**config.mk**
```make
export PLATFORM = sky130hd
export DESIGN_NAME = mavd_lane
export DESIGN_NICKNAME = d
export VERILOG_FILES = /design/src/design/mavd_pkg.sv /design/src/design/mavd_lane.sv
export SDC_FILE = /design/constraint.sdc
export NUM_CORES = 2
export LEC_CHECK = 0
export ABC_AREA = 1
export BUFFER_PORTS_ARGS = -buffer_cell sky130_fd_sc_hd__buf_4
export CAP_MARGIN = 0
export CORE_MARGIN = 2
export CORE_UTILIZATION = 50
export DETAILED_ROUTE_END_ITERATION = 8
export PLACE_DENSITY_LB_ADDON = 0.3
export SLEW_MARGIN = 5
export SYNTH_ARGS = -nofsm -noshare
export SYNTH_HDL_FRONTEND = slang
export SYNTH_SLANG_ARGS = --single-unit
```
**constraint.sdc**
```tcl
create_clock -name aclk -period 11.5 [get_ports aclk]
set_clock_uncertainty 0.05 [all_clocks]
set_input_delay 1.15 -clock aclk [delete_from_list [all_inputs] [get_ports aclk]]
set_output_delay 1.15 -clock aclk [all_outputs]
set_load 0.1 [all_outputs]
```
**src/design/mavd_pkg.sv**
```systemverilog
// Package with the shared constants and types of the multichannel average decimator.
package mavd_pkg;

    localparam int CHANNELS     = 4;
    localparam int SAMPLE_BITS  = 10;
    localparam int MAX_AVG_LOG2 = 12;

    localparam int LG_W      = 4;
    localparam int CNT_W     = (MAX_AVG_LOG2 > 0) ? MAX_AVG_LOG2 : 1;
    localparam int SUM_W     = SAMPLE_BITS + MAX_AVG_LOG2;
    localparam int GAIN_W    = 26;
    localparam int GAIN_FRAC = 16;
    localparam int PROD_W    = SUM_W + GAIN_W;
    localparam int SCALED_W  = 20;
    localparam int IDX_W     = 3;

    localparam logic [IDX_W-1:0] REG_AVG_LOG2 = 3'd0;
    localparam logic [IDX_W-1:0] REG_GAIN_CH0 = 3'd1;
    localparam logic [IDX_W-1:0] REG_GAIN_CH1 = 3'd2;
    localparam logic [IDX_W-1:0] REG_GAIN_CH2 = 3'd3;
    localparam logic [IDX_W-1:0] REG_GAIN_CH3 = 3'd4;

    localparam logic [LG_W-1:0] AVG_LOG2_RESET = 4'd12;

    typedef logic [GAIN_W-1:0] gain_t;
    typedef gain_t [CHANNELS-1:0] gain_vec_t;

    localparam gain_vec_t GAIN_RESET = {26'd422813, 26'd2325471, 26'd35987883, 26'd3897491};

    typedef struct packed {
        logic            acc_en;
        logic            dump;
        logic            p2_load;
        logic            out_load;
        logic [LG_W-1:0] out_lg;
    } lane_ctrl_t;

endpackage

```
**src/design/mavd_lane.sv**
```systemverilog
// One channel lane: running sum, gain multiply and window scaling.
module mavd_lane (
    input  logic                                  aclk,
    input  logic                                  aresetn,
    input  mavd_pkg::lane_ctrl_t                  ctrl,
    input  logic [mavd_pkg::SAMPLE_BITS-1:0]      sample,
    input  logic [mavd_pkg::GAIN_W-1:0]           gain,
    output logic [mavd_pkg::SUM_W-1:0]            sum_out,
    output logic [mavd_pkg::SCALED_W-1:0]         scaled_out
);

    localparam int SH_W = mavd_pkg::PROD_W - mavd_pkg::GAIN_FRAC;

    logic [mavd_pkg::SUM_W-1:0]    acc_reg;
    logic [mavd_pkg::SUM_W-1:0]    acc_next;
    logic [mavd_pkg::SUM_W-1:0]    acc_sum;
    logic [mavd_pkg::SUM_W-1:0]    d1_sum_reg;
    logic [mavd_pkg::SUM_W-1:0]    d2_sum_reg;
    logic [mavd_pkg::PROD_W-1:0]   prod_reg;
    logic [mavd_pkg::SUM_W-1:0]    o_sum_reg;
    logic [mavd_pkg::SCALED_W-1:0] o_scaled_reg;
    logic [mavd_pkg::SCALED_W-1:0] o_scaled_next;
    logic [SH_W-1:0]               shifted;

    assign acc_sum = acc_reg + mavd_pkg::SUM_W'(sample);

    always_comb begin
        acc_next = acc_reg;
        if (ctrl.acc_en) begin
            acc_next = ctrl.dump ? '0 : acc_sum;
        end
    end

    always_ff @(posedge aclk) begin
        if (!aresetn) begin
            acc_reg <= '0;
        end else begin
            acc_reg <= acc_next;
        end
    end

    // The product keeps its integer part; the window length then shifts it down.
    always_comb begin
        shifted = prod_reg[mavd_pkg::PROD_W-1:mavd_pkg::GAIN_FRAC] >> ctrl.out_lg;
        if (|shifted[SH_W-1:mavd_pkg::SCALED_W]) begin
            o_scaled_next = '1;
        end else begin
            o_scaled_next = shifted[mavd_pkg::SCALED_W-1:0];
        end
    end

    always_ff @(posedge aclk) begin
        if (ctrl.dump) begin
            d1_sum_reg <= acc_sum;
        end
        if (ctrl.p2_load) begin
            prod_reg   <= mavd_pkg::PROD_W'(d1_sum_reg) * mavd_pkg::PROD_W'(gain);
            d2_sum_reg <= d1_sum_reg;
        end
        if (ctrl.out_load) begin
            o_sum_reg    <= d2_sum_reg;
            o_scaled_reg <= o_scaled_next;
        end
    end

    assign sum_out    = o_sum_reg;
    assign scaled_out = o_scaled_reg;

endmodule

```
==> results.ini <==
[logic_synthesis]
netlist_top_cells_area = fa_1 (37%), edfxtp_1 (14%), nand2_1 (14%), inv_1 (12%), ha_1 (8.2%)
ys_seq_area_share_pct = 15.36
synthDominantCellAreaShare_pct = 36.81
ys_types = 41
synth-async-reset-ratio_pct = 0
synth_edf_count = 118
syn_nets = 3960
syn_inst = 3267
syn_avg_cell_area_sq_um = 7.940
syn_area_sq_um = 25940
ys_ff_latch = 140
synth_area_leader_cell = fa_1
yosysWarnings = 0
yosys_most_used_dff = edfxtp_1

[timing]
fmax_mhz = 146.0
fin_crit_ns = 6.849
relSlewSlack_pct = 30.53
rsz0062_at_grt = no
finalCritPeriodShare_pct = 59.55
drv_slew = 0
setup_violations = 0
tns_ns = 0
hold_viol_final = 0
worst_slew_pin_slew_ns = 1.041

[die]
core-area_sq_um = 51300
die_w_microns = 231.8
die_y_microns = 231.8
io-pin-count = 88
die_area_sq_um = 53720
rows = 83
start_util_pct = 50.56

[detailed_routing]
dr_total_vias = 20158
routed_wirelength_microns = 66290
drt_pre_antenna_iters = 5
drc = 0
viasPerCell = 5.118
drt_iter0_markers = 1173
post_drt_wl_per_cell_microns = 16.83
final_antenna_net_count = 0

[clocking]
numCtsBuffers = 17
clock_latency_ns = 0.43
root_buffer = clkbuf_16
cts.sinks = 140
cts.path.max_buffers = 2
htreeDepth = 4
cts_hold_buf = 0
post_cts_buffers = 0
cts_resized = 0
cts_tree = yes
clk_pin_slew_ns = 0.06

[placement]
place_congestion = 0.9434
placed_cells = 3907
port_buffers = 87
dpl.hpwl_microns = 53810

[grt]
grt_pass1_wl_microns = 107700
gr-usage-all-layers_pct = 25.75
grt_max_degree = 55
grt_overflow = 0
antenna_found_initial = 0
grt_pass1_vias = 20639

[final_layout]
regArea_sq_um = 3984
multi_input_area_sq_um = 18120
instances_no_fill = 3939
antenna_cells = 0
fillCellCount = 4962
drive_above_1_share_pct = 4.664
final_nets = 3939
largest_reg_flops = 32
area.growth.synth_to_final_pct = 6.285

[setup_path]
cp_data_required_time_ns = 11.62
cp_common_cell = fa_1
slowest_stage = fa_1
cpPeakStageDelay_ns = 0.55
end_kind = register
path_buf_inv = 6
worstPathArrival_ns = 6.97
startpoint_type = input pin
critical_path_class = in -> reg
critPathTopFamily = adder cells
cp_max_fo = 22
path_cells = buf_4, nand2_1, fa_1, inv_1, fa_1, inv_1, fa_1, inv_1, fa_1, fa_1, fa_1, inv_1, fa_1, inv_1, ha_1, a21oi_1, o21ai_0, a21oi_1, o21ai_0, nand2_1, nand3_1, nand2_1, nand2_1

[worst_hold_path]
hold_path.class = reg -> reg

[outcome]
status = finished, final reports clean

[run]
cap_violations = 0

through the flow:
stage                     util (%)  hold slack [ns]  setup WS (ns)  instance area [sq um]
final                        53.74           0.3680          4.651                  27570
after global routing         53.74           0.3724          4.417                  27570
after CTS                    53.74           0.3669          4.695                  27570
after detailed placement     52.57           0.3545          4.249                  26970
after global placement       52.57           0.3531          4.243                  26970
after floorplan                  -           0.3503          4.845                  25940
final timing paths:
check | depth (start not counted) | to | slack (ns) | start
max | 23 | prod_reg[46] | 4.65 | gain[21]
min | 0 | sum_out[8] | 0.37 | d2_sum_reg[8]
min reg2reg | 0 | sum_out[8] | 0.37 | d2_sum_reg[8]
max reg2reg | 23 | prod_reg[46] | 4.84 | d1_sum_reg[7]
routing by layer:
metal	track usage (%)	part of all wire [%]
met5	0	0
met4	8.333	3.1
met3	2.959	5.0
met2	44.08	50
met1	34.21	42
synthesized netlist by cell type (3+ instances only):
library cell / count
nand2_1: 942
inv_1: 848
fa_1: 477
ha_1: 170
nor2_1: 121
edfxtp_1: 118
clkbuf_1: 106
a21oi_1: 105
nand3_1: 80
o21ai_0: 75
xor2_1: 25
buf_1: 23
dfxtp_1: 22
nand4_1: 16
nor3_1: 15
nand3b_1: 14
xnor2_1: 12
a21o_1: 11
o21a_1: 9
buf_2: 8
buf_6: 8
o21ai_1: 8
and2_1: 7
o21bai_1: 7
a31oi_1: 6
buf_4: 5
mux2i_1: 5
nand2_2: 4
a22oi_1: 3
o21ai_2: 3
cells in the final DEF, fill, tap and decap left out, types with 2 or more instances in the layout:
cell type,instances
xor2_1,25
nand3b_1,14
nor2_1,120
o21a_1,9
mux2i_1,5
nor3_1,15
dfxtp_1,22
edfxtp_1,118
clkbuf_8,2
nand2_1,942
fa_1,477
a22oi_1,3
a21boi_0,2
nand4_1,16
a21oi_1,105
a31oi_1,6
ha_1,170
o21ai_0,75
o21ai_2,3
a21o_1,11
o21ai_1,8
xnor2_1,12
clkinv_4,3
nor4_1,2
nand2_2,4
inv_8,2
inv_6,4
buf_4,110
o211ai_1,2
o21bai_1,7
clkbuf_16,18
nand3_1,80
inv_1,848
and2_1,7
logic make-up (layout without fill, tap and decap cells):
group	after synthesis	after routing	synth area share (%)
AO/OA/AOI/OAI	234	234	4.963
XOR/XNOR	37	37	1.249
adder cells (fa/ha/maj)	647	647	45.01
buffers and inverters	999	991	14.81
flip-flops	140	140	15.36
multiplexers	5	5	0.1929
AND/OR/NAND/NOR	1205	1205	18.42
area by class of cell:
type	count	area share [%]
multi-input combinational	2128	65.71
sequential	140	14.45
inverter	849	11.57
tap	680	3.086
timing repair buffer	110	2.995
clock buffer	21	1.747
clock inverter	11	0.4402
Power is left out: the tool's default activity adds up to more than one toggle a clock period on the data nets, which glitch-free logic cannot reach.
