[src/design/mavd_pkg.sv]
// Package with the shared constants and types of the multichannel average decimator.
package mavd_pkg;

    localparam int CHANNELS     = 4;
    localparam int SAMPLE_BITS  = 10;
    localparam int MAX_AVG_LOG2 = 12;

    localparam int LG_W      = 4;
    localparam int CNT_W     = (MAX_AVG_LOG2 > 0) ? MAX_AVG_LOG2 : 1;
    localparam int SUM_W     = SAMPLE_BITS + MAX_AVG_LOG2;
    localparam int GAIN_W    = 26;
    localparam int GAIN_FRAC = 16;
    localparam int PROD_W    = SUM_W + GAIN_W;
    localparam int SCALED_W  = 20;
    localparam int IDX_W     = 3;

    localparam logic [IDX_W-1:0] REG_AVG_LOG2 = 3'd0;
    localparam logic [IDX_W-1:0] REG_GAIN_CH0 = 3'd1;
    localparam logic [IDX_W-1:0] REG_GAIN_CH1 = 3'd2;
    localparam logic [IDX_W-1:0] REG_GAIN_CH2 = 3'd3;
    localparam logic [IDX_W-1:0] REG_GAIN_CH3 = 3'd4;

    localparam logic [LG_W-1:0] AVG_LOG2_RESET = 4'd12;

    typedef logic [GAIN_W-1:0] gain_t;
    typedef gain_t [CHANNELS-1:0] gain_vec_t;

    localparam gain_vec_t GAIN_RESET = {26'd422813, 26'd2325471, 26'd35987883, 26'd3897491};

    typedef struct packed {
        logic            acc_en;
        logic            dump;
        logic            p2_load;
        logic            out_load;
        logic [LG_W-1:0] out_lg;
    } lane_ctrl_t;

endpackage

[src/design/mavd_ctrl.sv]
// Frame counter, window compare and pipeline handshake control shared by all lanes.
module mavd_ctrl (
    input  logic                            aclk,
    input  logic                            aresetn,
    input  logic                            s_valid,
    output logic                            s_ready,
    output logic                            m_valid,
    input  logic                            m_ready,
    input  logic [mavd_pkg::LG_W-1:0]       avg_log2,
    output mavd_pkg::lane_ctrl_t            ctrl
);

    logic [mavd_pkg::CNT_W-1:0] cnt_reg;
    logic [mavd_pkg::CNT_W-1:0] cnt_next;
    logic [mavd_pkg::CNT_W:0]   cnt_inc;
    logic [mavd_pkg::CNT_W:0]   target;
    logic [mavd_pkg::LG_W-1:0]  lg_eff;
    logic [mavd_pkg::LG_W-1:0]  lg1_reg;
    logic [mavd_pkg::LG_W-1:0]  lg2_reg;
    logic                       v1_reg;
    logic                       v1_next;
    logic                       v2_reg;
    logic                       v2_next;
    logic                       vo_reg;
    logic                       vo_next;
    logic                       out_rdy;
    logic                       p2_rdy;
    logic                       p1_rdy;
    logic                       accept;
    logic                       dump;

    assign out_rdy = !vo_reg || m_ready;
    assign p2_rdy  = !v2_reg || out_rdy;
    assign p1_rdy  = !v1_reg || p2_rdy;
    assign s_ready = p1_rdy;
    assign accept  = s_valid && p1_rdy;
    assign m_valid = vo_reg;

    assign lg_eff  = (avg_log2 > mavd_pkg::LG_W'(mavd_pkg::MAX_AVG_LOG2))
                   ? mavd_pkg::LG_W'(mavd_pkg::MAX_AVG_LOG2) : avg_log2;
    assign target  = (mavd_pkg::CNT_W+1)'(1) << lg_eff;
    assign cnt_inc = {1'b0, cnt_reg} + (mavd_pkg::CNT_W+1)'(1);
    assign dump    = accept && (cnt_inc >= target);

    always_comb begin
        cnt_next = cnt_reg;
        if (accept) begin
            cnt_next = dump ? '0 : cnt_inc[mavd_pkg::CNT_W-1:0];
        end
        v1_next = p1_rdy ? dump : v1_reg;
        v2_next = p2_rdy ? v1_reg : v2_reg;
        vo_next = out_rdy ? v2_reg : vo_reg;
    end

    always_ff @(posedge aclk) begin
        if (!aresetn) begin
            cnt_reg <= '0;
            v1_reg  <= 1'b0;
            v2_reg  <= 1'b0;
            vo_reg  <= 1'b0;
        end else begin
            cnt_reg <= cnt_next;
            v1_reg  <= v1_next;
            v2_reg  <= v2_next;
            vo_reg  <= vo_next;
        end
    end

    always_ff @(posedge aclk) begin
        if (dump) begin
            lg1_reg <= lg_eff;
        end
        if (p2_rdy && v1_reg) begin
            lg2_reg <= lg1_reg;
        end
    end

    assign ctrl.acc_en   = accept;
    assign ctrl.dump     = dump;
    assign ctrl.p2_load  = p2_rdy && v1_reg;
    assign ctrl.out_load = out_rdy && v2_reg;
    assign ctrl.out_lg   = lg2_reg;

endmodule

[config.mk]
export PLATFORM = sky130hd
export DESIGN_NAME = mavd_ctrl
export DESIGN_NICKNAME = d
export VERILOG_FILES = /design/src/design/mavd_pkg.sv /design/src/design/mavd_ctrl.sv
export SDC_FILE = /design/constraint.sdc
export NUM_CORES = 1
export LEC_CHECK = 0
export ABC_AREA = 1
export BUFFER_PORTS_ARGS = -buffer_cell sky130_fd_sc_hd__buf_2
export CAP_MARGIN = 20
export CORE_UTILIZATION = 57
export DETAILED_ROUTE_END_ITERATION = 8
export GPL_TIMING_DRIVEN = 1
export PLACE_DENSITY = 0.78
export SETUP_SLACK_MARGIN = 0.5
export SYNTH_ARGS = -nofsm -noshare
export SYNTH_HDL_FRONTEND = slang
export SYNTH_SLANG_ARGS = --single-unit
[constraint.sdc]
create_clock -name aclk -period 4.5 [get_ports aclk]
set_input_delay 0.9 -clock aclk [delete_from_list [all_inputs] [get_ports aclk]]
set_output_delay 0.9 -clock aclk [all_outputs]
set_load 0.05 [all_outputs]
==> impl_results.md <==
* P_sw at 0.172 mW
* Post-Syn Nets at 225
* Cells after DPL at 242
* # Post-CTS Setup Buffers at 0
* Final hold viol count at 0
* HPWL Detailed at 2.46 mm
* Gr usage total at 24.3%
* Worst-path fanout max at 8
* Remaining global-route overflow at 0
* HP Class: flop to flop
* Die width at 53.6 um
* Area leader, netlist: dfxtp_1
* R2r endpoint: lg1_reg[2]$_DFFE_PP_
* Largest net degree at the start of global routing at 14
* Critical path required time at 3600 ps
* Cells along the critical path: buf_2 -> nand2_1 -> nand2_1 -> nor2_2 -> nand3_1 -> ha_1 -> nand2_1 -> nor2_1 -> nand2_1 -> nor2_1 -> nor2_1 -> nand3_1 -> nand2_1 -> inv_2 -> clkbuf_4
* Die area at 2870 um2
* EDFF count, synth at 8
* Sequential power share at 51.0%
* Cells after Synth at 203
* WP buf/inv at 3
* Die Height at 53.6 um
* Lkg Pwr at 0.770 nW
* DRC errors left at 0
* Slew Limit Headroom at 77.9%
* Core area at 2500 um2
* Clk_skew at 1.80 ps
* Pint at 0.309 mW
* Area Overhead vs Synth at 7.58%
* Library cells used by synthesis at 26
* Post-route setup TNS at 0 ps
* Fin crit share at 86.2%
* # clock sinks at 23
* CTS buffer count at 3
* Reg2reg path depth at 14
* Metal-1 WL at 1.40 mm
* Register bit total from synthesis at 23
* Met3 Wirelength at 120 um
* Ratio of cells with drive above 1 in the final layout at 20.8%
* Top post-synthesis cells by count: nand2_1 (43), nor2_1 (30), inv_1 (21), dfxtp_1 (15), ha_1 (14)
* Critical path endpoint category: primary output
* Top FF cell, synth: dfxtp_1
* Uppermost layer routed: met4
* Vias per std cell at 5.41
* Post-DR wirelength/cell at 12.9 um
* Pwr Density at 294 nW/um2
* # diodes at 0
* Final min period at 3880 ps
* Final slew viol count at 0
* Seq/Total Area, Yosys at 35.6%
* Endpoints failing setup at 0
* Sw Ratio at 35.7%
* Nets@finish at 239
* Worst skew pair latency at 320 ps
* Met2 WL at 1.63 mm
* DR iter-0 viols at 87
* Setup slack at placement at 608 ps
* Final Wtd Congestion at 0.907
* Async set-reset flop share out of synthesis at 0%
* Largest register FFs at 12
* Startpoint Class: input pin
* First-pass GRT wire length at 5.00 mm
* Reg clk slew, reported paths at 130 ps
* Initial antenna violation count at 0
* End of the worst hold path: lg2_reg[1]$_DFFE_PP_
* Routed Antenna Nets at 0
* Total of max-cap violations at 0
* Type of the worst setup path: input pin to primary output
* Combinational group share of total power at 28.1%
* Clock power frac at 20.9%
* Design Power at 0.481 mW
* Synth top area share at 19.8%
* Worst path slowest cell: ha_1
* RSZ-0062 raised after global routing: no
* Worst hold slack at 439 ps
* Bufs on Longest Clock Path at 2
* Final worst slack at 621 ps
* Count leader, synth: nand2_1
* Routed wire length at 3.18 mm
* Max Fclk at 258 MHz
* IO Port Bufs at 17
* CP max stage delay at 310 ps
* Hold path depth at 0
* Status: finished, final reports clean
* Largest delay share family, worst path: simple AND/OR/NAND/NOR gates
* Placement Rows at 18
* Synth area leaders: dfxtp_1 (20%), edfxtp_1 (16%), ha_1 (12%), nand2_1 (11%), nor2_1 (7.4%)
* Vias at 1331
* Synthesized area at 1520 um2
* YS warnings at 0
* Post-Syn Area per Cell at 7.48 um2
* Most used cell, CP: nand2_1
* CTS H-tree depth at 1
* R2R Path Start: cnt_reg[0]$_SDFFE_PN0P_
* Hold Startpoint: lg1_reg[1]$_DFFE_PP_
* Root Buffer: clkbuf_4
* Worst IR drop on VDD at 0.278 mV
* Worst reg2reg setup slack at 1940 ps
* Initial Util at 60.7%
* IO Count at 18
* Drt pass-1 iters at 4
* Critical Path AT at 2980 ps
* Worst-Margin Slew at 329 ps
* Design Area, Final at 1630 um2
* Core Util, Final at 65.3%
* Vias in the first global route at 1184
* Non-Filler Instances at 246
* Placement Cell Area at 1600 um2
* TritonCTS clock tree: yes
worst max path at each step:
stage,from,to,slack (ps),cells past startpoint
6_report,avg_log2[2],ctrl[6],620,15
5_1_grt,avg_log2[2],ctrl[6],490,15
3_3_place_gp,avg_log2[3],ctrl[6],760,15
3_5_place_dp,avg_log2[2],ctrl[6],610,15
4_1_cts,avg_log2[2],ctrl[6],600,15
2_1_floorplan,avg_log2[2],ctrl[6],960,15
cell usage in the layout, fill, tap and decap left out, drive strengths merged:
cell | Yosys | final
xnor2 | 1 | 1
nor2 | 33 | 33
edfxtp | 8 | 8
a21boi | 1 | 1
clkbuf | 4 | 4
o21ai | 9 | 9
nor4 | 2 | 2
nand3 | 14 | 14
inv | 28 | 28
clkinv | 0 | 1
xor2 | 6 | 6
mux2i | 1 | 1
nand2 | 49 | 49
buf | 4 | 16
and2 | 1 | 1
dfxtp | 15 | 15
a21oi | 11 | 11
ha | 14 | 14
nand4 | 2 | 2
cell families after synthesis:
family / Yosys count / synth area share (%)
flops: 23 / 35.6
fa+ha+maj: 14 / 11.5
buf+inv: 36 / 9.89
simple gates: 101 / 29.9
mux: 1 / 0.660
compound gates: 21 / 7.34
xor+xnor: 7 / 5.03
power by group through the flow:
stage	Clock [mW]	Combinational, mW	Sequential (mW)
2_1_floorplan	0	0.0952	0.258
3_3_place_gp	0	0.125	0.248
3_5_place_dp	0	0.130	0.250
4_1_cts	0.103	0.132	0.245
5_1_grt	0.109	0.149	0.247
6_report	0.101	0.135	0.245
worst reg2reg max path, stage by stage, from the launching register on:
cell and delay, ps:
dfxtp_1 440, ha_1 200, nand2_1 90, inv_2 100, nand2_2 80, inv_2 100
nand2_2 70, xor2_2 160, ha_1 310, nand2_1 70, o21ai_0 220, nand2_1 80
nand3_1 90, nand2_1 120, inv_2 160
cell type report:
class | count | area (um2)
clock inverters | 1 | 5.00
clock buffers | 3 | 22.5
inverters | 28 | 105
repair buffers | 17 | 87.6
fillers | 226 | 867
multi-input cells | 144 | 835
well taps | 30 | 37.5
flip-flops and latches | 23 | 541
layer usage:
metal  GRT usage (%)  vias up
met5               0        -
met4            7.46        0
li1                -      666
met2            44.0       40
met1            29.9      617
met3            2.82        8
repair_timing:
action	in CTS	in global routing
endpoints found under the setup margin	0	1
hold buffers	0	0
resized for setup	0	5
(Power assumes the default switching activity.)
